==> src/design/bdpc_pkg.sv <==
// shared types and constants for the button debounce and press classifier
// no dependencies; imported by every module of the block
package bdpc_pkg;

  localparam int SAMPLES     = 10;
  localparam int BUTTONS     = 3;
  localparam int HALF_WINDOW = SAMPLES / 2;
  localparam int CNT_W       = $clog2(SAMPLES + 1);
  localparam int POS_W       = $clog2(SAMPLES);
  localparam int HOLD_W      = 16;
  localparam int RAW_W       = 3;
  localparam int MASK_W      = 3;
  localparam int CFG_W       = 16;
  localparam int CFG_IDX_W   = 1;
  localparam int IN_TDATA_W  = 8;
  localparam int OUT_TDATA_W = 16;

  localparam logic [HOLD_W-1:0] HOLD_MAX = {HOLD_W{1'b1}};
  localparam logic [CFG_W-1:0]  PRESS_TIME_RST      = CFG_W'(50);
  localparam logic [CFG_W-1:0]  LONG_PRESS_TIME_RST = CFG_W'(1000);

  localparam logic [CFG_IDX_W-1:0] REG_PRESS_TIME      = CFG_IDX_W'(0);
  localparam logic [CFG_IDX_W-1:0] REG_LONG_PRESS_TIME = CFG_IDX_W'(1);

  typedef struct packed {
    logic [CFG_W-1:0] press_time;
    logic [CFG_W-1:0] long_press_time;
  } cfg_t;

  typedef struct packed {
    logic pressed;
    logic short_rel;
    logic long_rel;
  } lane_res_t;

  typedef struct packed {
    logic              window_done;
    logic [MASK_W-1:0] long_release_mask;
    logic [MASK_W-1:0] short_release_mask;
    logic [MASK_W-1:0] pressed_mask;
  } result_t;

endpackage

==> src/design/bdpc_lane.sv <==
// one button lane: window high count, debounced state, hold counter, release class
// depends on bdpc_pkg
module bdpc_lane (
  input  logic              clk,
  input  logic              rst_n,
  input  logic              step,
  input  logic              raw_bit,
  input  logic              window_end,
  input  bdpc_pkg::cfg_t    cfg,
  output bdpc_pkg::lane_res_t res
);
  import bdpc_pkg::*;

  logic [CNT_W-1:0]  cnt_r, cnt_nxt, cnt_inc;
  logic [HOLD_W-1:0] hold_r, hold_nxt, hold_inc;
  logic              pressed_r, pressed_nxt;
  logic              level;

  always_comb begin
    hold_inc = (pressed_r && hold_r != HOLD_MAX) ? hold_r + HOLD_W'(1) : hold_r;
    cnt_inc  = raw_bit ? cnt_r + CNT_W'(1) : cnt_r;
    level    = cnt_inc > CNT_W'(HALF_WINDOW);
    cnt_nxt     = cnt_inc;
    hold_nxt    = hold_inc;
    pressed_nxt = pressed_r;
    res.short_rel = 1'b0;
    res.long_rel  = 1'b0;
    if (window_end) begin
      cnt_nxt = '0;
      if (level && !pressed_r) begin
        pressed_nxt = 1'b1;
        hold_nxt    = '0;
      end else if (!level && pressed_r) begin
        pressed_nxt = 1'b0;
        hold_nxt    = '0;
        // long wins over short when thresholds are inverted
        res.long_rel  = hold_inc >= cfg.long_press_time;
        res.short_rel = !res.long_rel && (hold_inc >= cfg.press_time);
      end
    end
    res.pressed = pressed_nxt;
  end

  always_ff @(posedge clk) begin
    if (!rst_n) begin
      cnt_r     <= '0;
      hold_r    <= '0;
      pressed_r <= 1'b0;
    end else if (step) begin
      cnt_r     <= cnt_nxt;
      hold_r    <= hold_nxt;
      pressed_r <= pressed_nxt;
    end
  end

endmodule

==> src/design/bdpc_merge.sv <==
// merges lane results into masks and holds them in a two-entry output stage
// depends on bdpc_pkg
module bdpc_merge (
  input  logic                            clk,
  input  logic                            rst_n,
  input  logic                            step,
  input  bdpc_pkg::lane_res_t [bdpc_pkg::BUTTONS-1:0] lanes,
  input  logic                            window_end,
  output logic                            ready,
  output logic                            out_valid,
  input  logic                            out_ready,
  output bdpc_pkg::result_t               out_res
);
  import bdpc_pkg::*;

  result_t merged;
  result_t main_r, skid_r;
  logic    main_valid_r, skid_valid_r;
  logic    out_fire;

  // buttons beyond the mask width are dropped, missing ones read as zero
  for (genvar i = 0; i < MASK_W; i++) begin : g_bit
    if (i < BUTTONS) begin : g_lane
      assign merged.pressed_mask[i]       = lanes[i].pressed;
      assign merged.short_release_mask[i] = lanes[i].short_rel;
      assign merged.long_release_mask[i]  = lanes[i].long_rel;
    end else begin : g_none
      assign merged.pressed_mask[i]       = 1'b0;
      assign merged.short_release_mask[i] = 1'b0;
      assign merged.long_release_mask[i]  = 1'b0;
    end
  end
  assign merged.window_done = window_end;

  assign out_fire  = main_valid_r && out_ready;
  assign ready     = !skid_valid_r;
  assign out_valid = main_valid_r;
  assign out_res   = main_r;

  always_ff @(posedge clk) begin
    if (!rst_n) begin
      main_valid_r <= 1'b0;
      skid_valid_r <= 1'b0;
    end else if (skid_valid_r) begin
      if (out_fire) begin
        skid_valid_r <= 1'b0;
      end
    end else if (step) begin
      if (main_valid_r && !out_ready) begin
        skid_valid_r <= 1'b1;
      end else begin
        main_valid_r <= 1'b1;
      end
    end else if (out_fire) begin
      main_valid_r <= 1'b0;
    end
  end

  always_ff @(posedge clk) begin
    if (skid_valid_r) begin
      if (out_fire) begin
        main_r <= skid_r;
      end
    end else if (step) begin
      if (main_valid_r && !out_ready) begin
        skid_r <= merged;
      end else begin
        main_r <= merged;
      end
    end
  end

`ifndef ASSERT_OFF
  a_skid_needs_main: assert property (@(posedge clk) disable iff (!rst_n)
    skid_valid_r |-> main_valid_r)
    else $error("skid entry held without a main entry");

  a_no_accept_when_full: assert property (@(posedge clk) disable iff (!rst_n)
    skid_valid_r |-> !step)
    else $error("item accepted while output stage full");

  a_short_long_disjoint: assert property (@(posedge clk) disable iff (!rst_n)
    main_valid_r |-> (main_r.short_release_mask & main_r.long_release_mask) == '0)
    else $error("button classed both short and long");

  a_release_not_pressed: assert property (@(posedge clk) disable iff (!rst_n)
    main_valid_r |->
      ((main_r.short_release_mask | main_r.long_release_mask) & main_r.pressed_mask) == '0)
    else $error("released button still shown pressed");

  a_release_on_window: assert property (@(posedge clk) disable iff (!rst_n)
    (main_valid_r && !main_r.window_done) |->
      (main_r.short_release_mask | main_r.long_release_mask) == '0)
    else $error("release event outside a window close");
`endif

endmodule

==> src/design/button_debounce_press_classifier.sv <==
// top level of the button debounce and press classifier
// depends on bdpc_pkg, bdpc_lane and bdpc_merge
//
// channel   direction  tdata bits (low first)                          accept
// in_       in         raw_levels[2:0], pad                            tvalid & tready
// out_      out        pressed[2:0] short[5:3] long[8:6] done[9], pad  tvalid & tready
// cfg_      in         index 0 press_time, 1 long_press_time           cfg_we
//
// one item per clock while out_tready is high; each item gives one registered result
// the per-button lanes update all state in the accept cycle, so the window
// counter and hold counters never limit the rate
// reset is synchronous and active low: counts, hold times and pressed state
// clear, press_time returns to 50 and long_press_time to 1000
// a two-entry output stage keeps in_tready high until its skid entry fills
module button_debounce_press_classifier (
  input  logic                                   clk,
  input  logic                                   rst_n,
  input  logic                                   in_tvalid,
  output logic                                   in_tready,
  input  logic [bdpc_pkg::IN_TDATA_W-1:0]        in_tdata,   // raw_levels, zero pad
  output logic                                   out_tvalid,
  input  logic                                   out_tready,
  output logic [bdpc_pkg::OUT_TDATA_W-1:0]       out_tdata,  // pressed_mask,
                                                             // short_release_mask,
                                                             // long_release_mask,
                                                             // window_done, zero pad
  input  logic                                   cfg_we,
  input  logic [bdpc_pkg::CFG_IDX_W-1:0]         cfg_index,
  input  logic [bdpc_pkg::CFG_W-1:0]             cfg_wdata
);
  import bdpc_pkg::*;

  cfg_t                      cfg_r;
  logic [POS_W-1:0]          pos_r;
  logic                      step;
  logic                      window_end;
  logic [RAW_W-1:0]          raw;
  lane_res_t [BUTTONS-1:0]   lanes;
  result_t                   res;

  // configuration writes, ignored index codes fall to default
  always_ff @(posedge clk) begin
    if (!rst_n) begin
      cfg_r.press_time      <= PRESS_TIME_RST;
      cfg_r.long_press_time <= LONG_PRESS_TIME_RST;
    end else if (cfg_we) begin
      case (cfg_index)
        REG_PRESS_TIME:      cfg_r.press_time      <= cfg_wdata;
        REG_LONG_PRESS_TIME: cfg_r.long_press_time <= cfg_wdata;
        default: ;
      endcase
    end
  end

  assign step       = in_tvalid && in_tready;
  assign raw        = in_tdata[RAW_W-1:0];
  // the accepted item closes the window when it is the last sample
  assign window_end = pos_r == POS_W'(SAMPLES - 1);

  // shared window position for all lanes
  always_ff @(posedge clk) begin
    if (!rst_n) begin
      pos_r <= '0;
    end else if (step) begin
      pos_r <= window_end ? '0 : pos_r + POS_W'(1);
    end
  end

  // one lane per button; buttons without an input bit see a low level
  for (genvar b = 0; b < BUTTONS; b++) begin : g_lane
    logic raw_bit;
    if (b < RAW_W) begin : g_in
      assign raw_bit = raw[b];
    end else begin : g_low
      assign raw_bit = 1'b0;
    end
    bdpc_lane u_lane (
      .clk        (clk),
      .rst_n      (rst_n),
      .step       (step),
      .raw_bit    (raw_bit),
      .window_end (window_end),
      .cfg        (cfg_r),
      .res        (lanes[b])
    );
  end

  bdpc_merge u_merge (
    .clk        (clk),
    .rst_n      (rst_n),
    .step       (step),
    .lanes      (lanes),
    .window_end (window_end),
    .ready      (in_tready),
    .out_valid  (out_tvalid),
    .out_ready  (out_tready),
    .out_res    (res)
  );

  assign out_tdata = OUT_TDATA_W'(res);

endmodule

==> config.mk <==
export PLATFORM = sky130hd
export DESIGN_NAME = button_debounce_press_classifier
export DESIGN_NICKNAME = d
export VERILOG_FILES = /design/src/design/bdpc_pkg.sv /design/src/design/bdpc_lane.sv /design/src/design/bdpc_merge.sv /design/src/design/button_debounce_press_classifier.sv
export SDC_FILE = /design/constraint.sdc
export NUM_CORES = 1
export LEC_CHECK = 0
export ABC_AREA = 1
export CORE_MARGIN = 3
export CORE_UTILIZATION = 35
export DETAILED_ROUTE_END_ITERATION = 12
export DONT_BUFFER_PORTS = 1
export PLACE_DENSITY_LB_ADDON = 0.12
export SLEW_MARGIN = 20
export SYNTH_ARGS = -nofsm -noshare
export SYNTH_HDL_FRONTEND = slang
export SYNTH_SLANG_ARGS = --single-unit
==> constraint.sdc <==
create_clock -name clk -period 2.9 [get_ports clk]
set_input_delay 0.145 -clock clk [delete_from_list [all_inputs] [get_ports clk]]
set_output_delay 0.145 -clock clk [all_outputs]
set_load 0.02 [all_outputs]
==> insert_results.sql, run 1 <==
INSERT INTO impl_metrics (metric_group, metric, value, unit) VALUES
('min_path', 'worst_hold_path_startpoint', 'in_tdata[2]', ''),
('setup_path', 'reg2reg_from', 'g_lane[1].u_lane.hold_r[1]', ''),
('timing', 'period_needed', '2.716', 'ns'),
('die', 'die_h', '167.7', 'um'),
('cts', 'cts_inserted_buffers', '17', ''),
('layout', 'layout.nets', '1607', ''),
('die', 'die-area', '28130', 'sq um'),
('synthesis', 'synthCells', '1396', ''),
('synthesis', 'yosys_warnings', '0', ''),
('timing', 'final.hold.worst_slack', '0.005077', 'ns'),
('global_routing', 'grt_pass1_vias', '8089', ''),
('setup_path', 'worstPathCellList', 'ha_2 > inv_2 > nor2_4 > nand2_2 > nor2_4 > nor2_4 > buf_6 > buf_4 > nand3_1 > nand2_2 > ha_1 > nand2_1 > nor4_2 > buf_4 > nand2_1 > nand2_1 > nand2_1 > a21oi_2', ''),
('synthesis', 'synth_top_cell_by_area', 'sky130_fd_sc_hd__dfxtp_1', ''),
('power_and_ir_drop', 'clock_power_share', '49.4', '%'),
('global_routing', 'maximum_number_of_pins_on_one_net_before_global_route_repair', '39', ''),
('timing', 'worst_pin_slew', '0.7052', 'ns'),
('layout', 'post_route_cells_drive_above_1_share', '13.37', '%'),
('synthesis', 'average_cell_area_after_synthesis', '6.558', 'sq um'),
('setup_path', 'timing_worst_setup_path_type', 'flip-flop to flip-flop', ''),
('detailed_routing', 'drt-vias-per-instance', '4.792', ''),
('power_and_ir_drop', 'power_per_cell_area', '398.3', 'nW/um^2'),
('cts', 'cts.root.buffer_cell', 'sky130_fd_sc_hd__clkbuf_16', ''),
('synthesis', 'post_synth_num_cell_types', '41', ''),
('detailed_routing', 'routed_wire_length_per_instance', '14.22', 'um'),
('power_and_ir_drop', 'p_int', '3.036', 'mW'),
('timing', 'finalHoldViolCount', '0', ''),
('timing', 'max_clock_freq', '368.2', 'MHz'),
('setup_path', 'cp_slowest_cell', 'sky130_fd_sc_hd__dfxtp_1', ''),
('die', 'dieWidth', '167.7', 'um'),
('synthesis', 'synth-async-reset-ratio', '0', '%'),
('power_and_ir_drop', 'power.switching', '1.298', 'mW'),
('setup_path', 'worstPathMaxFanout', '8', ''),
('power_and_ir_drop', 'comb_power_share', '9.2', '%'),
('power_and_ir_drop', 'p_leak', '5.134', 'nW'),
('synthesis', 'synth_area_leaders', 'sky130_fd_sc_hd__dfxtp_1 22%, sky130_fd_sc_hd__nand2_1 17%, sky130_fd_sc_hd__ha_1 14%', ''),
('timing', 'fin_tns_setup', '0', 'ns'),
('detailed_routing', 'drt_first_iter_violations', '530', ''),
('layout', 'fillers', '2688', ''),
('power_and_ir_drop', 'vdd.ir_drop.worst', '0.4221', 'mV'),
('layout', 'areaGrowthSynthToFinish', '18.86', '%'),
('die', 'initial_utilization', '35.94', '%'),
('cts', 'clock_tree.htree_level_count', '4', ''),
('setup_path', 'cp_slowest_stage_delay', '0.33', 'ns'),
('power_and_ir_drop', 'switching_power_as_a_share_of_total_power', '29.94', '%'),
('detailed_routing', 'postRouteAntennaNets', '0', ''),
('die', 'coreArea', '25470', 'sq um'),
('setup_path', 'cp.buffers_inverters', '4', ''),
('run_status', 'outcome', 'finished, final reports clean', ''),
('setup_path', 'cp_data_required_time', '3.16', 'ns'),
('setup_path', 'worst-r2r-setup-slack', '0.18', 'ns'),
('synthesis', 'synth-main-ff-cell', 'sky130_fd_sc_hd__dfxtp_1', ''),
('setup_path', 'critical_path.top_delay_family', 'simple AND/OR/NAND/NOR gates', ''),
('placement', 'buffer_ports.inserted', '0', ''),
('timing', 'max_slew_headroom', '52.93', '%'),
('synthesis', 'synth-seq-cells', '121', ''),
('placement', 'routability_driven_placement_congestion_ratio', '0.8261', ''),
('global_routing', 'track_usage', '18.55', '%'),
('layout', 'mostFrequentLayoutCell', 'sky130_fd_sc_hd__nand2_1', ''),
('die', 'placementRows', '58', ''),
('cts', 'clock_insertion_delay_worst_skew', '0.43', 'ns'),
('synthesis', 'netlist_area', '9155', 'sq um'),
('detailed_routing', 'route.final.wire_length', '25870', 'um'),
('cts', 'clk_path_buf_depth', '2', ''),
('global_routing', 'first_pass_grt_wire_length', '41970', 'um'),
('synthesis', 'netlist.area_leader.share', '22.09', '%'),
('setup_path', 'critical_path.reg2reg.endpoint', 'u_merge.out_res[7]', ''),
('detailed_routing', 'route.vias.total', '8717', ''),
('setup_path', 'worstRegToRegCells', '18', ''),
('setup_path', 'critical_path.endpoint_type', 'flip-flop', ''),
('timing', 'final_min_period_over_clock_period', '93.66', '%'),
('power_and_ir_drop', 'power', '4.334', 'mW');
## metal layers
metal  GRT usage [%]  vias up  share of wire (%)
met5               0        -              0.027
met3           3.022       27                2.6
met4           5.372        2                1.8
li1                -     4637                  -
met2           31.42      117                 48
met1           24.44     3934                 48
## worst max-delay path by stage
stage                                          start            endpoint  slack [ns]  cells past startpoint
after CTS                 g_lane[1].u_lane.hold_r[8]  u_merge.out_res[7]        0.02                     15
after floorplan           g_lane[0].u_lane.hold_r[0]  u_merge.out_res[6]        0.34                     18
final                     g_lane[1].u_lane.hold_r[1]  u_merge.out_res[7]        0.18                     18
after detailed placement  g_lane[0].u_lane.hold_r[1]  u_merge.out_res[6]        0.05                     21
after global routing      g_lane[1].u_lane.hold_r[1]  u_merge.out_res[7]       -0.02                     18
after global placement    g_lane[1].u_lane.hold_r[0]  u_merge.out_res[7]        0.04                     16
## worst register-to-register path: stages (launching register included)
cell	delay, ns
sky130_fd_sc_hd__dfxtp_1	0.33
sky130_fd_sc_hd__ha_2	0.19
sky130_fd_sc_hd__inv_2	0.04
sky130_fd_sc_hd__nor2_4	0.11
sky130_fd_sc_hd__nand2_2	0.08
sky130_fd_sc_hd__nor2_4	0.12
sky130_fd_sc_hd__nor2_4	0.07
sky130_fd_sc_hd__buf_6	0.14
sky130_fd_sc_hd__buf_4	0.15
sky130_fd_sc_hd__nand3_1	0.08
sky130_fd_sc_hd__nand2_2	0.09
sky130_fd_sc_hd__ha_1	0.28
sky130_fd_sc_hd__nand2_1	0.09
sky130_fd_sc_hd__nor4_2	0.23
sky130_fd_sc_hd__buf_4	0.15
sky130_fd_sc_hd__nand2_1	0.05
sky130_fd_sc_hd__nand2_1	0.08
sky130_fd_sc_hd__nand2_1	0.08
sky130_fd_sc_hd__a21oi_2	0.18
## state kept, by name (all words and copies together) (netlist names)
register                 flops
cfg_r                       32
g_lane.u_lane.cnt_r         12
g_lane.u_lane.hold_r        48
g_lane.u_lane.pressed_r      3
pos_r                        4
u_merge.out_res             10
u_merge.out_valid            1
u_merge.skid_r              10
u_merge.skid_valid_r         1
## power by group through the flow
stage	combinational, mW	clock, mW	sequential, mW
floorplan	0.273	0	1.82
global placement	0.347	0	1.83
detailed placement	0.354	0	1.83
CTS	0.401	2.18	1.79
global route	0.462	2.24	1.80
finish	0.400	2.14	1.79
## final cells by class
type / instances / area [sq um] / share of cell area [%]
clock inverter: 15 / 148.9 / 1.368
inverter: 188 / 705.7 / 6.485
clock buffer: 17 / 425.4 / 3.909
sequential: 121 / 2634 / 24.20
tap: 330 / 412.9 / 3.794
timing repair buffer: 101 / 844.6 / 7.761
antenna: 1 / 2.502 / 0.02300
multi-input combinational: 1046 / 5708 / 52.45
## what timing repair did
action	in CTS	in global routing
setup buffers	0	7
resized for setup	0	59
endpoints found under the setup margin	0	12
endpoints found under the hold margin	47	0
hold buffers	26	0
## cells in the mapped netlist, types with 8 or more instances
master / n
sky130_fd_sc_hd__nor2_1: 146
sky130_fd_sc_hd__inv_1: 182
sky130_fd_sc_hd__xor2_1: 11
sky130_fd_sc_hd__a21oi_1: 105
sky130_fd_sc_hd__o211ai_1: 9
sky130_fd_sc_hd__dfxtp_1: 101
sky130_fd_sc_hd__clkbuf_1: 17
sky130_fd_sc_hd__nand2_2: 10
sky130_fd_sc_hd__nand4_1: 16
sky130_fd_sc_hd__nand2_1: 425
sky130_fd_sc_hd__o21ai_0: 52
sky130_fd_sc_hd__ha_1: 102
sky130_fd_sc_hd__nor2_4: 8
sky130_fd_sc_hd__buf_2: 10
sky130_fd_sc_hd__buf_4: 12
sky130_fd_sc_hd__edfxtp_1: 20
sky130_fd_sc_hd__nand3_1: 100
## kinds of logic (layout without fill, tap and decap cells)
logic type | Yosys count | after routing | synth area share [%]
other | 1 | 7 | 0.04096
AND/OR/NAND/NOR | 734 | 735 | 34.02
XOR/XNOR | 16 | 16 | 1.531
adder cells (fa/ha/maj) | 102 | 102 | 13.94
buffers and inverters | 235 | 321 | 10.63
flip-flops | 121 | 121 | 28.65
AO/OA/AOI/OAI | 187 | 187 | 11.19
## stage by stage
stage	instance area [sq um]	instances	util, %
3_3_place_gp	9837	1752	38.62
2_1_floorplan	9174	1401	-
5_1_grt	10880	1819	42.72
4_1_cts	10680	1810	41.93
6_report	10880	1819	42.72
3_5_place_dp	9837	1752	38.62
(Power assumes the default switching activity.)
==> run 2: changes to the inputs <==
--- a/config.mk
+++ b/config.mk
@@ -7,10 +7,11 @@
 export LEC_CHECK = 0
 export ABC_AREA = 1
 export CORE_MARGIN = 3
-export CORE_UTILIZATION = 35
+export CORE_UTILIZATION = 50
 export DETAILED_ROUTE_END_ITERATION = 12
 export DONT_BUFFER_PORTS = 1
 export PLACE_DENSITY_LB_ADDON = 0.12
+export SKIP_CTS_REPAIR_TIMING = 1
 export SLEW_MARGIN = 20
 export SYNTH_ARGS = -nofsm -noshare
 export SYNTH_HDL_FRONTEND = slang
==> run 2 against run 1 <==
Compared with the run above: the run now ends with hold timing left; utilization grew 17 points; sequential share of layout area rose by 0.86 points; fmax is 1.2% lower; clock power shrank 4%; via count is 0.20% higher; cell area shrank 3.5%; largest power group unchanged.
==> insert_results.sql, run 2 (synthesis gave the netlist of run 1 again) <==
INSERT INTO impl_metrics (metric_group, metric, value, unit) VALUES
('setup_path', 'worstPathMaxFanout', '4', ''),
('global_routing', 'maximum_number_of_pins_on_one_net_before_global_route_repair', '39', ''),
('detailed_routing', 'dr.pass1.iters', '5', ''),
('global_routing', 'track_usage', '23.68', '%'),
('detailed_routing', 'route.met3.wl', '982', 'um'),
('layout', 'mostFrequentLayoutCells', '418 x sky130_fd_sc_hd__nand2_1, 179 x sky130_fd_sc_hd__inv_1, 139 x sky130_fd_sc_hd__nor2_1, 101 x sky130_fd_sc_hd__a21oi_1', ''),
('placement', 'routability_driven_placement_congestion_ratio', '0.8540', ''),
('detailed_routing', 'top_signal_layer_used', 'met4', ''),
('timing', 'period_needed', '2.749', 'ns'),
('setup_path', 'cp_common_cell', 'sky130_fd_sc_hd__nand2_1', ''),
('run_status', 'failed_checks', 'hold timing', ''),
('layout', 'largest_reg_by_ff_count', 'g_lane.u_lane.hold_r', ''),
('detailed_routing', 'route.vias.total', '8734', ''),
('layout', 'largest_register_ffs', '48', ''),
('timing', 'worst_pin_slew', '0.8335', 'ns'),
('power_and_ir_drop', 'vdd.ir_drop.worst', '0.4365', 'mV'),
('die', 'die-area', '19970', 'sq um'),
('global_routing', 'grt_pass1_vias', '7693', ''),
('die', 'dieWidth', '141.3', 'um'),
('timing', 'slew_violations', '0', ''),
('timing', 'max_clock_freq', '363.7', 'MHz'),
('cts', 'cts.root.buffer_cell', 'sky130_fd_sc_hd__clkbuf_16', ''),
('detailed_routing', 'postRouteAntennaNets', '0', ''),
('run', 'max_cap_viol_count', '0', ''),
('detailed_routing', 'route.met2.wl', '11390', 'um'),
('die', 'coreArea', '17600', 'sq um'),
('setup_path', 'cp_slowest_stage_delay', '0.34', 'ns'),
('layout', 'post_route_cells_drive_above_1_share', '10.81', '%'),
('timing', 'final.hold.worst_slack', '-0.03582', 'ns'),
('cts', 'clock_tree.htree_level_count', '4', ''),
('cts', 'clk_path_buf_depth', '2', ''),
('timing', 'max_slew_headroom', '44.23', '%'),
('power_and_ir_drop', 'p_leak', '4.966', 'nW'),
('layout', 'fillers', '1700', ''),
('cts', 'clock_insertion_delay_worst_skew', '0.43', 'ns'),
('detailed_routing', 'drt_first_iter_violations', '446', ''),
('global_routing', 'first_pass_grt_wire_length', '38190', 'um'),
('setup_path', 'cp_data_required_time', '3.07', 'ns'),
('detailed_routing', 'drt-vias-per-instance', '5.199', ''),
('timing', 'setup-violations-final', '0', ''),
('detailed_routing', 'routed_wire_length_per_instance', '14.28', 'um'),
('setup_path', 'worstPathCellList', 'ha_2 > inv_1 > nor2_2 > nand2_1 > inv_2 > nand2_4 > nand2_4 > buf_4 > nand2_1 > nand2_1 > inv_1 > ha_1 > nand2_1 > inv_1 > o21ai_0 > nand2_1 > nor2_1 > nand3_2 > nand4_1 > nand2_1', ''),
('timing', 'timing.clock.skew', '0.006551', 'ns'),
('layout', 'mostFrequentLayoutCell', 'sky130_fd_sc_hd__nand2_1', ''),
('setup_path', 'cp_slowest_cell', 'sky130_fd_sc_hd__dfxtp_1', ''),
('timing', 'setup_ws', '0.1508', 'ns'),
('timing', 'final_min_period_over_clock_period', '94.80', '%'),
('setup_path', 'critical_path.endpoint_type', 'flip-flop', ''),
('die', 'initial_utilization', '52.03', '%'),
('min_path', 'class_of_the_tightest_hold_or_removal_check', 'input pin to flip-flop', ''),
('detailed_routing', 'route.final.wire_length', '23980', 'um'),
('layout', 'reg.largest.list', 'g_lane.u_lane.hold_r x48, cfg_r x32, g_lane.u_lane.cnt_r x12', ''),
('cts', 'cts_inserted_buffers', '17', ''),
('setup_path', 'timing_worst_setup_path_type', 'flip-flop to flip-flop', ''),
('layout', 'layout.nets', '1572', ''),
('run_status', 'outcome', 'finished with violations', ''),
('placement', 'buffer_ports.inserted', '0', ''),
('detailed_routing', 'met1Wirelength', '11190', 'um'),
('die', 'design.portCount', '48', ''),
('cts', 'clock_tree_from_tritoncts', 'done', ''),
('power_and_ir_drop', 'power_per_cell_area', '405.0', 'nW/um^2'),
('setup_path', 'startpoint_type', 'flip-flop', ''),
('setup_path', 'timing.critical_path.arrival', '2.92', 'ns'),
('die', 'placementRows', '48', ''),
('placement', 'pre_cts_ws', '0.01337', 'ns'),
('global_routing', 'globalRoute.totalOverflow', '0', ''),
('timing', 'finalHoldViolCount', '5', ''),
('cts', 'clk_pin_slew', '0.06', 'ns'),
('die', 'die_h', '141.3', 'um'),
('timing', 'fin_tns_setup', '0', 'ns'),
('detailed_routing', 'drc_errors', '0', ''),
('cts', 'clock-sinks', '121', ''),
('global_routing', 'number_of_antenna_violations_at_the_first_check_in_global_routing', '1', ''),
('placement', 'detailed_place_hpwl', '17970', 'um'),
('layout', 'areaGrowthSynthToFinish', '14.65', '%');
run 2: cell count changes in the layout (fill, tap and decap cells not counted), sizes merged, moves of 3 or more:
cell,delta
buf,-34
clkinv,+4
dlygate4sd3,-3
inv,-5
run 2: path summary, 6_finish.rpt:
path	slack, ns	depth (start not counted)	to	startpoint
max	0.15	20	u_merge.out_res[5]	g_lane[2].u_lane.hold_r[0]
max reg2reg	0.15	20	u_merge.out_res[5]	g_lane[2].u_lane.hold_r[0]
min	-0.04	2	cfg_r[31]	cfg_wdata[15]
min reg2reg	0.49	2	g_lane[0].u_lane.hold_r[1]	g_lane[0].u_lane.hold_r[1]
run 2: layout make-up:
cell class / count / area, sq um / area share (%)
Tap cell: 225 / 281.5 / 2.682
Antenna cell: 2 / 5.005 / 0.04768
Clock buffer: 17 / 425.4 / 4.053
Multi-Input combinational cell: 1048 / 5748 / 54.76
Clock inverter: 15 / 138.9 / 1.323
Inverter: 188 / 705.7 / 6.723
Timing Repair Buffer: 64 / 560.5 / 5.340
Sequential cell: 121 / 2631 / 25.07
run 2: power breakdown:
part           switching, mW  internal, mW
sequential            0.0391          1.76
clock                  0.869          1.19
combinational          0.268         0.125
total                   1.18          3.07
run 2: worst max-delay path, delay by kind of cell, from the launching register on:
kind                     cells  cell delay (ns)
adder cells (fa/ha/maj)      2             0.47
buffers and inverters        5             0.38
AO/OA/AOI/OAI                1             0.13
AND/OR/NAND/NOR             12             1.16
flip-flops                   1             0.34
run 2: layer usage:
metal  vias up  global-route usage [%]
met3        36                   4.078
li1       4579                       -
met5         -                       0
met1      3943                   31.73
met4         0                   6.629
met2       176                   39.38
run 2: stage by stage:
stage	power, mW	hold WS [ns]	cells	utilization (%)	area (sq um)
finish	4.251	-0.03582	1680	59.65	10500
global route	4.412	0.0004062	1680	59.65	10500
CTS	4.227	-0.1905	1649	57.15	10060
detailed placement	2.175	0.2514	1617	53.95	9493
global placement	2.162	0.2519	1617	53.95	9493
floorplan	2.096	0.2754	1401	-	9174
==> run 3: changes to the inputs <==
--- a/config.mk
+++ b/config.mk
@@ -6,7 +6,6 @@
 export NUM_CORES = 1
 export LEC_CHECK = 0
 export ABC_AREA = 1
-export CORE_MARGIN = 3
 export CORE_UTILIZATION = 50
 export DETAILED_ROUTE_END_ITERATION = 12
 export DONT_BUFFER_PORTS = 1
==> run 3 against run 2 <==
Compared with the run above: the flow still finishes with violations (hold timing); power rose by 2.9%; clock skew rose by 0.0048 ns; combinational power rose by 1%; non-clock buffer count rose by 10; cell count rose by 0.65%; die area fell by 5.6%.
==> insert_results.sql, run 3 (synthesis gave the netlist of run 1 again) <==
INSERT INTO impl_metrics (metric_group, metric, value, unit) VALUES
('timing', 'worst_pin_slew', '0.6857', 'ns'),
('cts', 'clock_insertion_delay_worst_skew', '0.43', 'ns'),
('timing', 'final.hold.worst_slack', '-0.05074', 'ns'),
('layout', 'largest_register_ffs', '48', ''),
('global_routing', 'track_usage', '25.69', '%'),
('layout', 'layout.nets', '1580', ''),
('timing', 'timing.clock.skew', '0.01131', 'ns'),
('timing', 'slew_violations', '0', ''),
('timing', 'setup-violations-final', '0', ''),
('setup_path', 'cp_slowest_cell', 'sky130_fd_sc_hd__dfxtp_1', ''),
('cts', 'clock-sinks', '121', ''),
('die', 'coreArea', '17960', 'sq um'),
('layout', 'mostFrequentLayoutCells', '419 x sky130_fd_sc_hd__nand2_1, 179 x sky130_fd_sc_hd__inv_1, 141 x sky130_fd_sc_hd__nor2_1, 103 x sky130_fd_sc_hd__a21oi_1, 100 x sky130_fd_sc_hd__ha_1', ''),
('layout', 'post_route_cells_drive_above_1_share', '11.09', '%'),
('die', 'initial_utilization', '50.96', '%'),
('die', 'die-area', '18860', 'sq um'),
('detailed_routing', 'routed_wire_length_per_instance', '14.13', 'um'),
('run', 'max_cap_viol_count', '0', ''),
('global_routing', 'first_pass_grt_wire_length', '37250', 'um'),
('global_routing', 'number_of_antenna_violations_at_the_first_check_in_global_routing', '1', ''),
('timing', 'max_clock_freq', '361.0', 'MHz'),
('layout', 'mostFrequentLayoutCell', 'sky130_fd_sc_hd__nand2_1', ''),
('cts', 'clk_path_buf_depth', '2', ''),
('setup_path', 'critical_path.reg2reg.endpoint', 'u_merge.skid_r[4]', ''),
('global_routing', 'maximum_number_of_pins_on_one_net_before_global_route_repair', '39', ''),
('run_status', 'failed_checks', 'hold timing', ''),
('power_and_ir_drop', 'power', '4.376', 'mW'),
('layout', 'fillers', '1707', ''),
('timing', 'setup_ws', '0.1299', 'ns'),
('setup_path', 'cp_slowest_stage_delay', '0.40', 'ns'),
('power_and_ir_drop', 'power_per_cell_area', '414.2', 'nW/um^2'),
('detailed_routing', 'route.vias.total', '8801', ''),
('setup_path', 'timing_worst_setup_path_type', 'flip-flop to flip-flop', ''),
('min_path', 'worst_hold_path.num_cells', '2', ''),
('layout', 'largest_reg_by_ff_count', 'g_lane.u_lane.hold_r', ''),
('setup_path', 'worstPathCellList', 'nand2_1 > nor2_4 > nand2_2 > inv_1 > nand2_2 > nand2_4 > nand2_1 > nand2_1 > inv_1 > ha_1 > nand2_1 > inv_1 > o21ai_0 > nand2_1 > nor2_2 > nand3_2 > and3_1', ''),
('power_and_ir_drop', 'vdd.ir_drop.worst', '0.4188', 'mV'),
('placement', 'pre_cts_ws', '0.04258', 'ns'),
('min_path', 'worst_hold_path_startpoint', 'cfg_wdata[10]', ''),
('min_path', 'hold-path-endpoint', 'cfg_r[10]', ''),
('timing', 'final_min_period_over_clock_period', '95.52', '%'),
('cts', 'clock_tree.htree_level_count', '4', ''),
('placement', 'routability_driven_placement_congestion_ratio', '0.8650', ''),
('setup_path', 'startpoint_type', 'flip-flop', ''),
('min_path', 'class_of_the_tightest_hold_or_removal_check', 'input pin to flip-flop', ''),
('cts', 'clock_tree_from_tritoncts', 'done', ''),
('detailed_routing', 'dr.pass1.iters', '5', ''),
('detailed_routing', 'drt_first_iter_violations', '454', ''),
('setup_path', 'worstPathMaxFanout', '5', ''),
('run_status', 'outcome', 'finished with violations', ''),
('detailed_routing', 'drc_errors', '0', ''),
('power_and_ir_drop', 'p_leak', '5.003', 'nW'),
('layout', 'reg.largest.list', 'g_lane.u_lane.hold_r x48, cfg_r x32, g_lane.u_lane.cnt_r x12', ''),
('die', 'placementRows', '49', ''),
('die', 'die_h', '137.3', 'um'),
('global_routing', 'grt_pass1_vias', '7595', ''),
('detailed_routing', 'postRouteAntennaNets', '0', ''),
('timing', 'finalHoldViolCount', '3', ''),
('setup_path', 'critical_path.endpoint_type', 'flip-flop', ''),
('placement', 'buffer_ports.inserted', '0', ''),
('die', 'design.portCount', '48', ''),
('setup_path', 'reg2reg_from', 'g_lane[1].u_lane.hold_r[8]', ''),
('setup_path', 'cp_data_required_time', '3.08', 'ns'),
('cts', 'clk_pin_slew', '0.06', 'ns'),
('layout', 'areaGrowthSynthToFinish', '15.39', '%'),
('setup_path', 'timing.critical_path.arrival', '2.95', 'ns'),
('detailed_routing', 'route.final.wire_length', '23900', 'um'),
('global_routing', 'globalRoute.totalOverflow', '0', ''),
('timing', 'period_needed', '2.770', 'ns'),
('setup_path', 'worstRegToRegCells', '17', ''),
('cts', 'cts_inserted_buffers', '17', ''),
('cts', 'cts.root.buffer_cell', 'sky130_fd_sc_hd__clkbuf_16', ''),
('die', 'dieWidth', '137.3', 'um'),
('setup_path', 'cp_common_cell', 'sky130_fd_sc_hd__nand2_1', ''),
('setup_path', 'worst-r2r-setup-slack', '0.13', 'ns'),
('timing', 'max_slew_headroom', '54.24', '%'),
('detailed_routing', 'drt-vias-per-instance', '5.205', ''),
('placement', 'detailed_place_hpwl', '17780', 'um');
run 3: how the worst max path moves through the flow:
| stage | start | to | depth (start not counted) |
|---|---|---|---|
| global route | g_lane[2].u_lane.hold_r[6] | u_merge.out_res[5] | 18 |
| floorplan | g_lane[0].u_lane.hold_r[0] | u_merge.out_res[6] | 18 |
| finish | g_lane[1].u_lane.hold_r[8] | u_merge.skid_r[4] | 17 |
| CTS | g_lane[0].u_lane.hold_r[0] | u_merge.out_res[6] | 20 |
| global placement | g_lane[0].u_lane.hold_r[0] | u_merge.out_res[6] | 21 |
| detailed placement | g_lane[0].u_lane.hold_r[0] | u_merge.out_res[6] | 20 |
run 3: critical path: cells and delay by family, from the launching register on:
| family | cells | cell delay [ns] |
|---|---|---|
| and+or+nand+nor | 12 | 1.47 |
| DFF | 1 | 0.40 |
| adders and majority gates | 1 | 0.32 |
| buffers and inverters | 3 | 0.21 |
| AOI/OAI and AO/OA | 1 | 0.13 |
run 3: final cells by class:
| type | count | area [sq um] | area share, % |
|---|---|---|---|
| diodes | 1 | 2.502 | 0.02369 |
| clock buffers | 17 | 425.4 | 4.027 |
| clock inverters | 15 | 172.7 | 1.634 |
| inverters | 188 | 705.7 | 6.680 |
| multi-input cells | 1046 | 5690 | 53.87 |
| flip-flops and latches | 121 | 2635 | 24.94 |
| well taps | 229 | 286.5 | 2.712 |
| repair buffers | 74 | 645.6 | 6.112 |
run 3: stage by stage:
| stage | util, % | instances | area (sq um) | setup TNS (ns) |
|---|---|---|---|---|
| after floorplan | - | 1401 | 9174 | 0 |
| after global placement | 53.12 | 1627 | 9543 | 0 |
| after detailed placement | 53.12 | 1627 | 9543 | 0 |
| after CTS | 56.45 | 1659 | 10140 | 0 |
| after global routing | 58.81 | 1691 | 10560 | -0.1792 |
| final | 58.81 | 1691 | 10560 | 0 |
run 3: routing by layer:
| layer | up-vias | GRT usage [%] | wire [um] |
|---|---|---|---|
| li1 | 4595 | - | - |
| met1 | 4015 | 32.14 | 11110 |
| met2 | 159 | 43.83 | 11550 |
| met3 | 32 | 4.746 | 758 |
| met4 | 0 | 9.280 | 484 |
| met5 | - | 0 | 0 |
run 3: power breakdown:
group | switching, mW | internal [mW]
Clock | 0.954 | 1.23
Combinational | 0.268 | 0.129
Sequential | 0.0370 | 1.76
Total | 1.26 | 3.12
